`config.mk`:
```
export PLATFORM = sky130hd
export DESIGN_NAME = pmsm_ctrl
export DESIGN_NICKNAME = d
export VERILOG_FILES = /design/src/pmsm_pkg.sv /design/src/pmsm_ctrl.sv
export SDC_FILE = /design/constraint.sdc
export NUM_CORES = 1
export LEC_CHECK = 0
export BUFFER_PORTS_ARGS = -buffer_cell sky130_fd_sc_hd__clkbuf_2
export CAP_MARGIN = 40
export CORE_UTILIZATION = 46
export CTS_CLUSTER_SIZE = 16
export DETAILED_ROUTE_END_ITERATION = 7
export GPL_TIMING_DRIVEN = 0
export PLACE_DENSITY = 0.62
export RECOVER_POWER = 25
export SYNTH_ARGS = -nofsm -noshare
export SYNTH_HDL_FRONTEND = slang
export SYNTH_SLANG_ARGS = --single-unit
```
`constraint.sdc`:
```
create_clock -name i_clk -period 3.5 [get_ports i_clk]
set_input_delay 0.35 -clock i_clk [delete_from_list [all_inputs] [get_ports i_clk]]
set_output_delay 0.35 -clock i_clk [all_outputs]
set_load 0.005 [all_outputs]
```
`src/pmsm_pkg.sv`:
```
`timescale 1ns / 1ps
package pmsm_pkg;

    localparam int SUBSTEPS = 4;

    // config reset values and minimums
    localparam logic [30:0] RST_MAGNET_FLUX = 31'd2684355;
    localparam logic [30:0] RST_RESISTANCE  = 31'd65536;
    localparam logic [30:0] RST_INDUCTANCE  = 31'd268435;
    localparam logic [7:0]  RST_POLE_PAIRS  = 8'd1;
    localparam logic [30:0] RST_DROP_GAIN   = 31'd45875;
    localparam logic [30:0] RST_DROP_KNEE   = 31'd2621;
    localparam logic [31:0] RST_STEP_PERIOD = 32'd858993;

    localparam logic [30:0] MIN_MAGNET_FLUX = 31'd2684355;
    localparam logic [30:0] MIN_RESISTANCE  = 31'd655;
    localparam logic [30:0] MIN_INDUCTANCE  = 31'd26844;

    // register indexes
    localparam logic [2:0] REG_MAGNET_FLUX = 3'd0;
    localparam logic [2:0] REG_RESISTANCE  = 3'd1;
    localparam logic [2:0] REG_D_IND       = 3'd2;
    localparam logic [2:0] REG_Q_IND       = 3'd3;
    localparam logic [2:0] REG_POLE_PAIRS  = 3'd4;
    localparam logic [2:0] REG_DROP_GAIN   = 3'd5;
    localparam logic [2:0] REG_DROP_KNEE   = 3'd6;
    localparam logic [2:0] REG_STEP_PERIOD = 3'd7;

    // datapath operations
    localparam int OPW = 6;
    localparam logic [OPW-1:0] OP_NONE    = 6'd0;
    localparam logic [OPW-1:0] OP_LOAD    = 6'd1;
    localparam logic [OPW-1:0] OP_M_VEL   = 6'd2;
    localparam logic [OPW-1:0] OP_W_VEL   = 6'd3;
    localparam logic [OPW-1:0] OP_M_PSID  = 6'd4;
    localparam logic [OPW-1:0] OP_W_PSID  = 6'd5;
    localparam logic [OPW-1:0] OP_M_PSIQ  = 6'd6;
    localparam logic [OPW-1:0] OP_W_PSIQ  = 6'd7;
    localparam logic [OPW-1:0] OP_M_EMFD  = 6'd8;
    localparam logic [OPW-1:0] OP_W_EMFD  = 6'd9;
    localparam logic [OPW-1:0] OP_M_EMFQ  = 6'd10;
    localparam logic [OPW-1:0] OP_W_EMFQ  = 6'd11;
    localparam logic [OPW-1:0] OP_M_DRPD  = 6'd12;
    localparam logic [OPW-1:0] OP_M_DRPQ  = 6'd13;
    localparam logic [OPW-1:0] OP_DIV_DRP = 6'd14;
    localparam logic [OPW-1:0] OP_W_DRPD  = 6'd15;
    localparam logic [OPW-1:0] OP_W_DRPQ  = 6'd16;
    localparam logic [OPW-1:0] OP_W_UE    = 6'd17;
    localparam logic [OPW-1:0] OP_M_RD    = 6'd18;
    localparam logic [OPW-1:0] OP_W_ND    = 6'd19;
    localparam logic [OPW-1:0] OP_M_RQ    = 6'd20;
    localparam logic [OPW-1:0] OP_W_NQ    = 6'd21;
    localparam logic [OPW-1:0] OP_M_ED    = 6'd22;
    localparam logic [OPW-1:0] OP_M_EQ    = 6'd23;
    localparam logic [OPW-1:0] OP_DIV_ED  = 6'd24;
    localparam logic [OPW-1:0] OP_DIV_EQ  = 6'd25;
    localparam logic [OPW-1:0] OP_W_ED    = 6'd26;
    localparam logic [OPW-1:0] OP_W_EQ    = 6'd27;
    localparam logic [OPW-1:0] OP_M_PT    = 6'd28;
    localparam logic [OPW-1:0] OP_W_PT    = 6'd29;
    localparam logic [OPW-1:0] OP_M_BASE  = 6'd30;
    localparam logic [OPW-1:0] OP_W_BASE  = 6'd31;
    localparam logic [OPW-1:0] OP_M_TQ    = 6'd32;
    localparam logic [OPW-1:0] OP_W_TQ    = 6'd33;
    localparam logic [OPW-1:0] OP_OUT     = 6'd34;

    // program layout
    localparam int PCW = 6;
    localparam logic [PCW-1:0] P_LOOP     = 6'd17;
    localparam logic [PCW-1:0] P_LOOP_END = 6'd26;
    localparam logic [PCW-1:0] P_LAST     = 6'd32;

    typedef struct packed {
        logic [OPW-1:0] op;
    } t_cmd;

    typedef struct packed {
        logic div_done;
    } t_sts;

    function automatic logic [OPW-1:0] prog(input logic [PCW-1:0] pc);
        logic [OPW-1:0] op;
        unique case (pc)
            6'd0:  op = OP_M_VEL;
            6'd1:  op = OP_W_VEL;
            6'd2:  op = OP_M_PSID;
            6'd3:  op = OP_W_PSID;
            6'd4:  op = OP_M_PSIQ;
            6'd5:  op = OP_W_PSIQ;
            6'd6:  op = OP_M_EMFD;
            6'd7:  op = OP_W_EMFD;
            6'd8:  op = OP_M_EMFQ;
            6'd9:  op = OP_W_EMFQ;
            6'd10: op = OP_M_DRPD;
            6'd11: op = OP_DIV_DRP;
            6'd12: op = OP_W_DRPD;
            6'd13: op = OP_M_DRPQ;
            6'd14: op = OP_DIV_DRP;
            6'd15: op = OP_W_DRPQ;
            6'd16: op = OP_W_UE;
            6'd17: op = OP_M_RD;
            6'd18: op = OP_W_ND;
            6'd19: op = OP_M_RQ;
            6'd20: op = OP_W_NQ;
            6'd21: op = OP_M_ED;
            6'd22: op = OP_DIV_ED;
            6'd23: op = OP_W_ED;
            6'd24: op = OP_M_EQ;
            6'd25: op = OP_DIV_EQ;
            6'd26: op = OP_W_EQ;
            6'd27: op = OP_M_PT;
            6'd28: op = OP_W_PT;
            6'd29: op = OP_M_BASE;
            6'd30: op = OP_W_BASE;
            6'd31: op = OP_M_TQ;
            6'd32: op = OP_W_TQ;
            default: op = OP_NONE;
        endcase
        return op;
    endfunction

    function automatic logic is_div(input logic [OPW-1:0] op);
        return (op == OP_DIV_DRP) || (op == OP_DIV_ED) || (op == OP_DIV_EQ);
    endfunction

    function automatic logic [31:0] sat32(input logic signed [67:0] v);
        logic [31:0] r;
        if (v > 68'sd2147483647) begin
            r = 32'h7fff_ffff;
        end else if (v < -68'sd2147483648) begin
            r = 32'h8000_0000;
        end else begin
            r = v[31:0];
        end
        return r;
    endfunction

endpackage

```
`src/pmsm_ctrl.sv`:
```
`timescale 1ns / 1ps
module pmsm_ctrl #(
    parameter int SUBSTEPS = pmsm_pkg::SUBSTEPS
) (
    input  logic           i_clk,
    input  logic           i_rst_n,
    input  logic           i_valid,
    output logic           o_stall,
    output logic           o_valid,
    input  logic           i_stall,
    output pmsm_pkg::t_cmd o_cmd,
    input  pmsm_pkg::t_sts i_sts
);
    localparam int SW = $clog2(SUBSTEPS + 1);

    localparam logic [1:0] S_IDLE = 2'd0;
    localparam logic [1:0] S_RUN  = 2'd1;
    localparam logic [1:0] S_WAIT = 2'd2;
    localparam logic [1:0] S_FIN  = 2'd3;

    logic [1:0]               r_state, n_state;
    logic [pmsm_pkg::PCW-1:0] r_pc, n_pc;
    logic [SW-1:0]            r_sub, n_sub;
    logic                     r_ovalid, n_ovalid;
    logic [pmsm_pkg::OPW-1:0] op;
    logic                     out_free;

    assign out_free = !r_ovalid || !i_stall;

    always_comb begin
        n_state  = r_state;
        n_pc     = r_pc;
        n_sub    = r_sub;
        n_ovalid = r_ovalid && i_stall;
        op       = pmsm_pkg::OP_NONE;
        unique case (r_state)
            S_IDLE: begin
                if (i_valid) begin
                    op      = pmsm_pkg::OP_LOAD;
                    n_pc    = '0;
                    n_sub   = '0;
                    n_state = S_RUN;
                end
            end
            S_RUN: begin
                op = pmsm_pkg::prog(r_pc);
                priority if (pmsm_pkg::is_div(op)) begin
                    n_state = S_WAIT;
                end else if (r_pc == pmsm_pkg::P_LOOP_END &&
                             r_sub != SW'(SUBSTEPS - 1)) begin
                    n_pc  = pmsm_pkg::P_LOOP;
                    n_sub = r_sub + 1'b1;
                end else if (r_pc == pmsm_pkg::P_LAST) begin
                    n_state = S_FIN;
                end else begin
                    n_pc = r_pc + 1'b1;
                end
            end
            S_WAIT: begin
                if (i_sts.div_done) begin
                    n_pc    = r_pc + 1'b1;
                    n_state = S_RUN;
                end
            end
            S_FIN: begin
                if (out_free) begin
                    op       = pmsm_pkg::OP_OUT;
                    n_ovalid = 1'b1;
                    n_state  = S_IDLE;
                end
            end
            default: n_state = S_IDLE;
        endcase
    end

    always_ff @(posedge i_clk) begin
        if (!i_rst_n) begin
            r_state  <= S_IDLE;
            r_pc     <= '0;
            r_sub    <= '0;
            r_ovalid <= 1'b0;
        end else begin
            r_state  <= n_state;
            r_pc     <= n_pc;
            r_sub    <= n_sub;
            r_ovalid <= n_ovalid;
        end
    end

    assign o_stall    = (r_state != S_IDLE);
    assign o_valid    = r_ovalid;
    assign o_cmd.op   = op;

    a_accept_runs: assert property (@(posedge i_clk) disable iff (!i_rst_n)
        (r_state == S_IDLE && i_valid) |=> (r_state == S_RUN && r_pc == '0))
        else $error("accepted item did not start the program");
    a_done_in_wait: assert property (@(posedge i_clk) disable iff (!i_rst_n)
        i_sts.div_done |-> (r_state == S_WAIT))
        else $error("divider finished outside a wait");
    a_sub_bound: assert property (@(posedge i_clk) disable iff (!i_rst_n)
        r_sub < SW'(SUBSTEPS))
        else $error("substep count out of range");
    a_fin_holds: assert property (@(posedge i_clk) disable iff (!i_rst_n)
        (r_state == S_FIN && r_ovalid && i_stall) |=> (r_state == S_FIN && r_ovalid))
        else $error("result overwritten while stalled");
endmodule

```
==> results of run 1 <==
## synthesized netlist by cell type (2+ instances only)
cell type,instances
sky130_fd_sc_hd__and2_1,6
sky130_fd_sc_hd__a211o_1,2
sky130_fd_sc_hd__nand3_1,10
sky130_fd_sc_hd__buf_2,3
sky130_fd_sc_hd__nor3_1,5
sky130_fd_sc_hd__mux2i_1,7
sky130_fd_sc_hd__ha_1,17
sky130_fd_sc_hd__o211ai_1,2
sky130_fd_sc_hd__nor2b_1,3
sky130_fd_sc_hd__dfxtp_1,18
sky130_fd_sc_hd__o21ai_0,3
sky130_fd_sc_hd__inv_1,18
sky130_fd_sc_hd__nand4_1,2
sky130_fd_sc_hd__and3_1,4
sky130_fd_sc_hd__a21oi_1,12
sky130_fd_sc_hd__nand2_1,12
sky130_fd_sc_hd__o21ai_1,2
sky130_fd_sc_hd__nor2_1,17
## per-stage QoR
stage,setup slack (ns),hold slack (ns)
floorplan,0.637,0.450
global route,-0.000796,0.320
CTS,0.0293,0.313
global placement,0.155,0.461
detailed placement,0.0681,0.496
finish,0.206,0.320
## worst min path at each step
stage,endpoint,slack [ns],depth (start not counted)
finish,o_valid$_SDFF_PN0_,0.32,3
floorplan,r_sub[1]$_SDFFE_PN0P_,0.45,2
CTS,o_valid$_SDFF_PN0_,0.31,3
global placement,r_sub[1]$_SDFFE_PN0P_,0.46,2
global route,o_valid$_SDFF_PN0_,0.32,3
detailed placement,r_sub[2]$_SDFFE_PN0P_,0.50,2
## layout by cell type (no fill, tap or decap), types with 3 or more instances in the layout
| cell type | n |
|---|---|
| sky130_fd_sc_hd__nand2_1 | 12 |
| sky130_fd_sc_hd__nor3_1 | 5 |
| sky130_fd_sc_hd__dfxtp_1 | 18 |
| sky130_fd_sc_hd__inv_1 | 18 |
| sky130_fd_sc_hd__nand3_1 | 10 |
| sky130_fd_sc_hd__and2_1 | 5 |
| sky130_fd_sc_hd__clkbuf_2 | 10 |
| sky130_fd_sc_hd__a21oi_1 | 12 |
| sky130_fd_sc_hd__ha_1 | 17 |
| sky130_fd_sc_hd__clkbuf_1 | 4 |
| sky130_fd_sc_hd__clkbuf_4 | 3 |
| sky130_fd_sc_hd__o21ai_0 | 3 |
| sky130_fd_sc_hd__nor2b_1 | 3 |
| sky130_fd_sc_hd__buf_2 | 3 |
| sky130_fd_sc_hd__nor2_1 | 17 |
| sky130_fd_sc_hd__and3_1 | 4 |
| sky130_fd_sc_hd__mux2i_1 | 7 |
## tightest hold or removal path, cell delays in order
cell	delay (ns)
sky130_fd_sc_hd__clkbuf_2	0.11
sky130_fd_sc_hd__a21oi_1	0.07
sky130_fd_sc_hd__nor2_1	0.07
## final cells by class
| class | instances | area, sq um | area share |
|---|---|---|---|
| multi-input cells | 140 | 1060 | 0.633 |
| flip-flops and latches | 18 | 360 | 0.216 |
| inverters | 19 | 73.8 | 0.0442 |
| repair buffers | 12 | 57.6 | 0.0345 |
| well taps | 44 | 55.1 | 0.0330 |
| clock buffers | 4 | 36.3 | 0.0217 |
| plain buffers | 6 | 30.0 | 0.0180 |
## logic make-up after synthesis
kind of cell             synth area share
multiplexers                       0.0539
AND/OR/NAND/NOR                     0.268
XOR/XNOR                          0.00580
AO/OA/AOI/OAI                       0.225
flip-flops                          0.239
buffers and inverters              0.0688
adder cells (fa/ha/maj)             0.141
## layer usage
layer / vias up / wire length [um] / track usage
met5: - / 0 / 0
met4: 0 / 36 / 0.0612
met3: 5 / 113 / 0.0393
met2: 28 / 1580 / 0.327
met1: 623 / 1750 / 0.303
li1: 688 / - / -
## report_power, final
| part | internal, uW | switching [uW] |
|---|---|---|
| registers | 208 | 3.22 |
| clock network | 63.5 | 69.8 |
| logic | 25.7 | 43.1 |
| total | 297 | 116 |
==> results.txt, run 1 <==
----------------------------------------------------
[Outcome]
  Run status ... finished, final reports clean

[Clock network]
  Hold buffers post-CTS ... 0
  Clock transition at path regs ... 0.11 ns
  Number of CTS-inserted buffers ... 3
  Max Buffers Root-to-Sink ... 2
  CTS tree ... built
  CTS HTree Levels ... 1
  Later-pin clock latency in the skew report ... 0.31 ns
  Post-CTS setup repair buffer count ... 0
  Total clock sinks ... 18
  Clock root cell ... sky130_fd_sc_hd__clkbuf_4
  Count of instances resized after the clock tree is built ... 0

[Timing]
  Worst Tran Pin Value ... 0.700 ns
  Final Setup Violations ... 0
  Final clock skew ... 0.0113 ns
  Worst slew margin relative to its limit ... 0.531
  Final worst path period need ... 3.29 ns
  Final critical-path share of the clock period ... 0.941
  Pins Over Slew Limit ... 0
  Maximum operating frequency ... 304 MHz
  Accumulated negative setup slack ... 0 ns
  Final hold violation count ... 0

[Floorplanning]
  Width of the die ... 59.3 um
  Floorplan die height ... 59.3 um
  I/O pin cnt ... 13
  Standard-cell rows ... 20
  Core region area ... 3080 sq um
  Initial cell density of the core ... 0.491
  Die area ... 3520 sq um

[Setup path]
  Buf/Inv on CP ... 2
  Reg2Reg Depth ... 12
  Category of the worst setup path launch point ... flip-flop
  Cell repeated most along the worst path ... sky130_fd_sc_hd__ha_1
  Origin of the critical flop-to-flop path ... r_state[0]$_SDFFE_PN0P_
  CP startpoint ... r_state[0]$_SDFFE_PN0P_
  Biggest cell delay along the critical path ... 0.40 ns
  Worst reg2reg setup slack ... 0.21 ns
  Required time at the endpoint of the critical path ... 3.76 ns
  Largest delay contributor family on the critical path ... simple AND/OR/NAND/NOR gates
  Endpoint kind of the worst setup timing path ... flip-flop
  Total number of cells along the worst setup path ... 12
  Critical path cell sequence ... inv_1 > ha_1 > nor2b_1 > nor3_1 > nand3_1 > buf_4 > mux2_2 > and2_2 > ha_1 > or3_1 > a31oi_1 > a211o_1
  Slowest cell on the critical path ... sky130_fd_sc_hd__dfxtp_1
  Maximum fanout along the worst path ... 10
  WS Path Type ... flip-flop to flip-flop
  Worst path arrival time ... 3.55 ns

[Logic synthesis]
  Warning count from the yosys run ... 0
  Synth cell types ... 58
  Share of synthesized area occupied by flip-flops and latches ... 0.239
  Number of instances in the synthesized netlist ... 183
  Synth async-reset ratio ... 0
  Number of nets produced by synthesis ... 205
  Synthesized area per cell ... 8.25 sq um
  Post-synth EDFFs ... 0
  Biggest area contributors in the synthesized netlist ... sky130_fd_sc_hd__dfxtp_1, sky130_fd_sc_hd__ha_1, sky130_fd_sc_hd__mux2i_1
  Area share of the leading cell type in the synthesized netlist ... 0.239
  Library cell with the largest summed area after synthesis ... sky130_fd_sc_hd__dfxtp_1
  Most used flip-flop cell after synthesis ... sky130_fd_sc_hd__dfxtp_1
  Mapped cell area ... 1510 sq um
  Flip-flop and latch count after synthesis ... 18

[Placement]
  Post-DP Area ... 1630 sq um
  Total placed cells including tap cells ... 239
  # port buffers ... 12
  Placer congestion estimate ... 0.886
  Detailed placement HPWL ... 2700 um

[Finish]
  Finished Layout Cells ... 243
  NumNets Final ... 222
  Share of the core filled with cells ... 0.542
  Number of fill cells ... 305
  Number of diodes ... 0
  Layout Cell Area excl Fill ... 1670 sq um
  P&R area growth vs syn ... 10.5%
  Share of layout cells above drive strength 1 ... 0.166

[Global route]
  Final global-route overflow total ... 0
  Initial antenna violation count ... 0
  Vias in the first global route ... 1188
  Wire length of the first global-routing pass ... 5550 um
  Maximum number of pins on one net before global-route repair ... 11
  Global-route usage over all layers ... 0.214

[Drt]
  Detailed-route vias per instance ... 5.53
  DRT Wirelength ... 3480 um
  Antenna-violating nets left ... 0
  Drt wl/cell ... 14.3 um
  Drc violations ... 0
  Overall via count from detail_route ... 1344
  Number of design-rule violations left by the first detailed-router iteration ... 73
  Router iterations before antenna repair ... 4

[Power]
  Total power ... 413 uW
  Power density relative to cell area ... 248 nW/um^2
  Leakage component of the power ... 0.000753 uW
  Peak ir drop on the vdd network ... 0.213 mV

[Min path]
  Worst Hold Launch ... i_stall
  Classification of the worst-slack hold path ... input port to flip-flop

[Job]
  Max-capacitance violation count ... 0

----------------------------------------------------
(Power assumes the default switching activity.)
==> run 2, diff against run 1 <==
--- a/config.mk
+++ b/config.mk
@@ -12,7 +12,6 @@
 export DETAILED_ROUTE_END_ITERATION = 7
 export GPL_TIMING_DRIVEN = 0
 export PLACE_DENSITY = 0.62
-export RECOVER_POWER = 25
 export SYNTH_ARGS = -nofsm -noshare
 export SYNTH_HDL_FRONTEND = slang
 export SYNTH_SLANG_ARGS = --single-unit
==> constraint.sdc (replaced) <==
create_clock -name i_clk -period 3.5 [get_ports i_clk]
set_input_delay 0.525 -clock i_clk [delete_from_list [all_inputs] [get_ports i_clk]]
set_output_delay 0.525 -clock i_clk [all_outputs]
set_load 0.005 [all_outputs]
==> results.txt, run 2 (synthesis results as in run 1) <==
----------------------------------------------------
[Outcome]
  Run status ... finished, final reports clean (unchanged)

[Power]
  Power density relative to cell area ... 247 nW/um^2 (was 248 nW/um^2)
  Total power ... 414 uW (was 413 uW)
  Peak ir drop on the vdd network ... 0.213 mV (about the same)
  Leakage component of the power ... 0.000760 uW (was 0.000753 uW)

[Clock network]
  Count of instances resized after the clock tree is built ... 0 (unchanged)
  Clock root cell ... sky130_fd_sc_hd__clkbuf_4 (unchanged)
  Max Buffers Root-to-Sink ... 2 (unchanged)
  Hold buffers post-CTS ... 0 (unchanged)
  CTS tree ... built (unchanged)
  CTS HTree Levels ... 1 (unchanged)
  Later-pin clock latency in the skew report ... 0.31 ns (about the same)
  Total clock sinks ... 18 (unchanged)
  Clock transition at path regs ... 0.11 ns (about the same)
  Number of CTS-inserted buffers ... 3 (unchanged)
  Post-CTS setup repair buffer count ... 0 (unchanged)

[Global route]
  Maximum number of pins on one net before global-route repair ... 11 (unchanged)
  Wire length of the first global-routing pass ... 5550 um (unchanged)
  Vias in the first global route ... 1188 (unchanged)
  Global-route usage over all layers ... 0.214 (unchanged)
  Initial antenna violation count ... 0 (unchanged)
  Final global-route overflow total ... 0 (unchanged)

[Min path]
  Number of cells on the worst hold path ... 3 (unchanged)
  Classification of the worst-slack hold path ... input port to flip-flop (unchanged)
  End point of the worst hold path ... o_valid$_SDFF_PN0_ (unchanged)
  Worst Hold Launch ... i_stall (unchanged)

[Setup path]
  CP startpoint ... r_state[0]$_SDFFE_PN0P_ (unchanged)
  Reg2Reg Depth ... 12 (unchanged)
  Required time at the endpoint of the critical path ... 3.76 ns (about the same)
  Category of the worst setup path launch point ... flip-flop (unchanged)
  WS Path Type ... flip-flop to flip-flop (unchanged)
  Origin of the critical flop-to-flop path ... r_state[0]$_SDFFE_PN0P_ (unchanged)
  Maximum fanout along the worst path ... 10 (unchanged)
  Endpoint kind of the worst setup timing path ... flip-flop (unchanged)
  Worst reg2reg setup slack ... 0.21 ns (about the same)
  Worst path arrival time ... 3.55 ns (about the same)

[Timing]
  Maximum operating frequency ... 304 MHz (about the same)
  Worst Tran Pin Value ... 0.707 ns (was 0.700 ns)
  Final hold violation count ... 0 (unchanged)
  Final critical-path share of the clock period ... 0.939 (was 0.941)
  Accumulated negative setup slack ... 0 ns (unchanged)
  Worst hold slack after final layout ... 0.495 ns (was 0.320 ns)
  Final Setup Violations ... 0 (unchanged)
  Pins Over Slew Limit ... 0 (unchanged)
  Final worst path period need ... 3.29 ns (about the same)
  Worst slew margin relative to its limit ... 0.526 (was 0.531)
  Final clock skew ... 0.0113 ns (about the same)

[Floorplanning]
  Floorplan die height ... 59.3 um (unchanged)
  Die area ... 3520 sq um (unchanged)
  Core region area ... 3080 sq um (unchanged)
  Standard-cell rows ... 20 (unchanged)
  Width of the die ... 59.3 um (unchanged)
  I/O pin cnt ... 13 (unchanged)
  Initial cell density of the core ... 0.491 (unchanged)

[Drt]
  Detailed-route vias per instance ... 5.53 (about the same)
  Drc violations ... 0 (unchanged)
  Number of design-rule violations left by the first detailed-router iteration ... 74 (was 73)
  Overall via count from detail_route ... 1345 (was 1344)
  Router iterations before antenna repair ... 4 (unchanged)
  Drt wl/cell ... 14.3 um (about the same)
  DRT Wirelength ... 3490 um (was 3480 um)
  Antenna-violating nets left ... 0 (unchanged)

[Job]
  Max-capacitance violation count ... 0 (unchanged)

[Finish]
  Number of fill cells ... 303 (was 305)
  Commonest cells after routing, fill and taps aside ... sky130_fd_sc_hd__inv_1, sky130_fd_sc_hd__dfxtp_1, sky130_fd_sc_hd__nor2_1, sky130_fd_sc_hd__ha_1 (unchanged)
  Share of layout cells above drive strength 1 ... 0.176 (was 0.166)
  NumNets Final ... 222 (unchanged)
  Number of diodes ... 0 (unchanged)
  Finished Layout Cells ... 243 (unchanged)
  Layout Cell Area excl Fill ... 1670 sq um (about the same)
  P&R area growth vs syn ... 10.7% (was 10.5%)

[Placement]
  Total placed cells including tap cells ... 239 (unchanged)
  # port buffers ... 12 (unchanged)
  Placer congestion estimate ... 0.886 (unchanged)
  Post-DP Area ... 1630 sq um (unchanged)
  Detailed placement HPWL ... 2700 um (unchanged)

----------------------------------------------------
run 2: cell type report:
type / count / area (sq um) / share of cell area
timing repair buffer: 12 / 60.1 / 0.0359
sequential: 18 / 360 / 0.216
buffer: 6 / 30.0 / 0.0180
clock buffer: 4 / 36.3 / 0.0217
inverter: 19 / 73.8 / 0.0442
tap: 44 / 55.1 / 0.0329
multi-input combinational: 140 / 1060 / 0.632
run 2: report_power, final:
group / internal (uW) / switching [uW] / total [uW] / leakage, uW
registers: 208 / 3.23 / 211 / 0.000145
clock network: 63.5 / 69.8 / 133 / 0.0000210
logic: 26.0 / 43.1 / 69.1 / 0.000593
run 2: worst max path at each step:
stage                      endpoint
after global placement    flip-flop
after floorplan           flip-flop
after CTS                 flip-flop
final                     flip-flop
after detailed placement  flip-flop
after global routing      flip-flop
run 2: through the flow:
stage	util	setup slack, ns
2_1_floorplan	-	0.637
3_3_place_gp	0.528	0.155
3_5_place_dp	0.528	0.0681
4_1_cts	0.540	0.0293
5_1_grt	0.543	-0.000796
6_report	0.543	0.214
run 2: metal layers:
layer	vias up	part of all wire	global-route usage
met5	-	0	0
met4	0	0.010	0.0612
met3	5	0.031	0.0393
met2	26	0.45	0.327
met1	626	0.50	0.303
li1	688	-	-
run 2: critical path: stages, from the launching register on:
cell and delay (ns):
sky130_fd_sc_hd__dfxtp_1 0.40, sky130_fd_sc_hd__inv_1 0.10, sky130_fd_sc_hd__ha_1 0.27, sky130_fd_sc_hd__nor2b_1 0.18
sky130_fd_sc_hd__nor3_1 0.25, sky130_fd_sc_hd__nand3_1 0.22, sky130_fd_sc_hd__buf_4 0.24, sky130_fd_sc_hd__mux2_2 0.33
sky130_fd_sc_hd__and2_2 0.25, sky130_fd_sc_hd__ha_1 0.25, sky130_fd_sc_hd__or3_1 0.40, sky130_fd_sc_hd__a31oi_1 0.20
sky130_fd_sc_hd__a211o_1 0.15
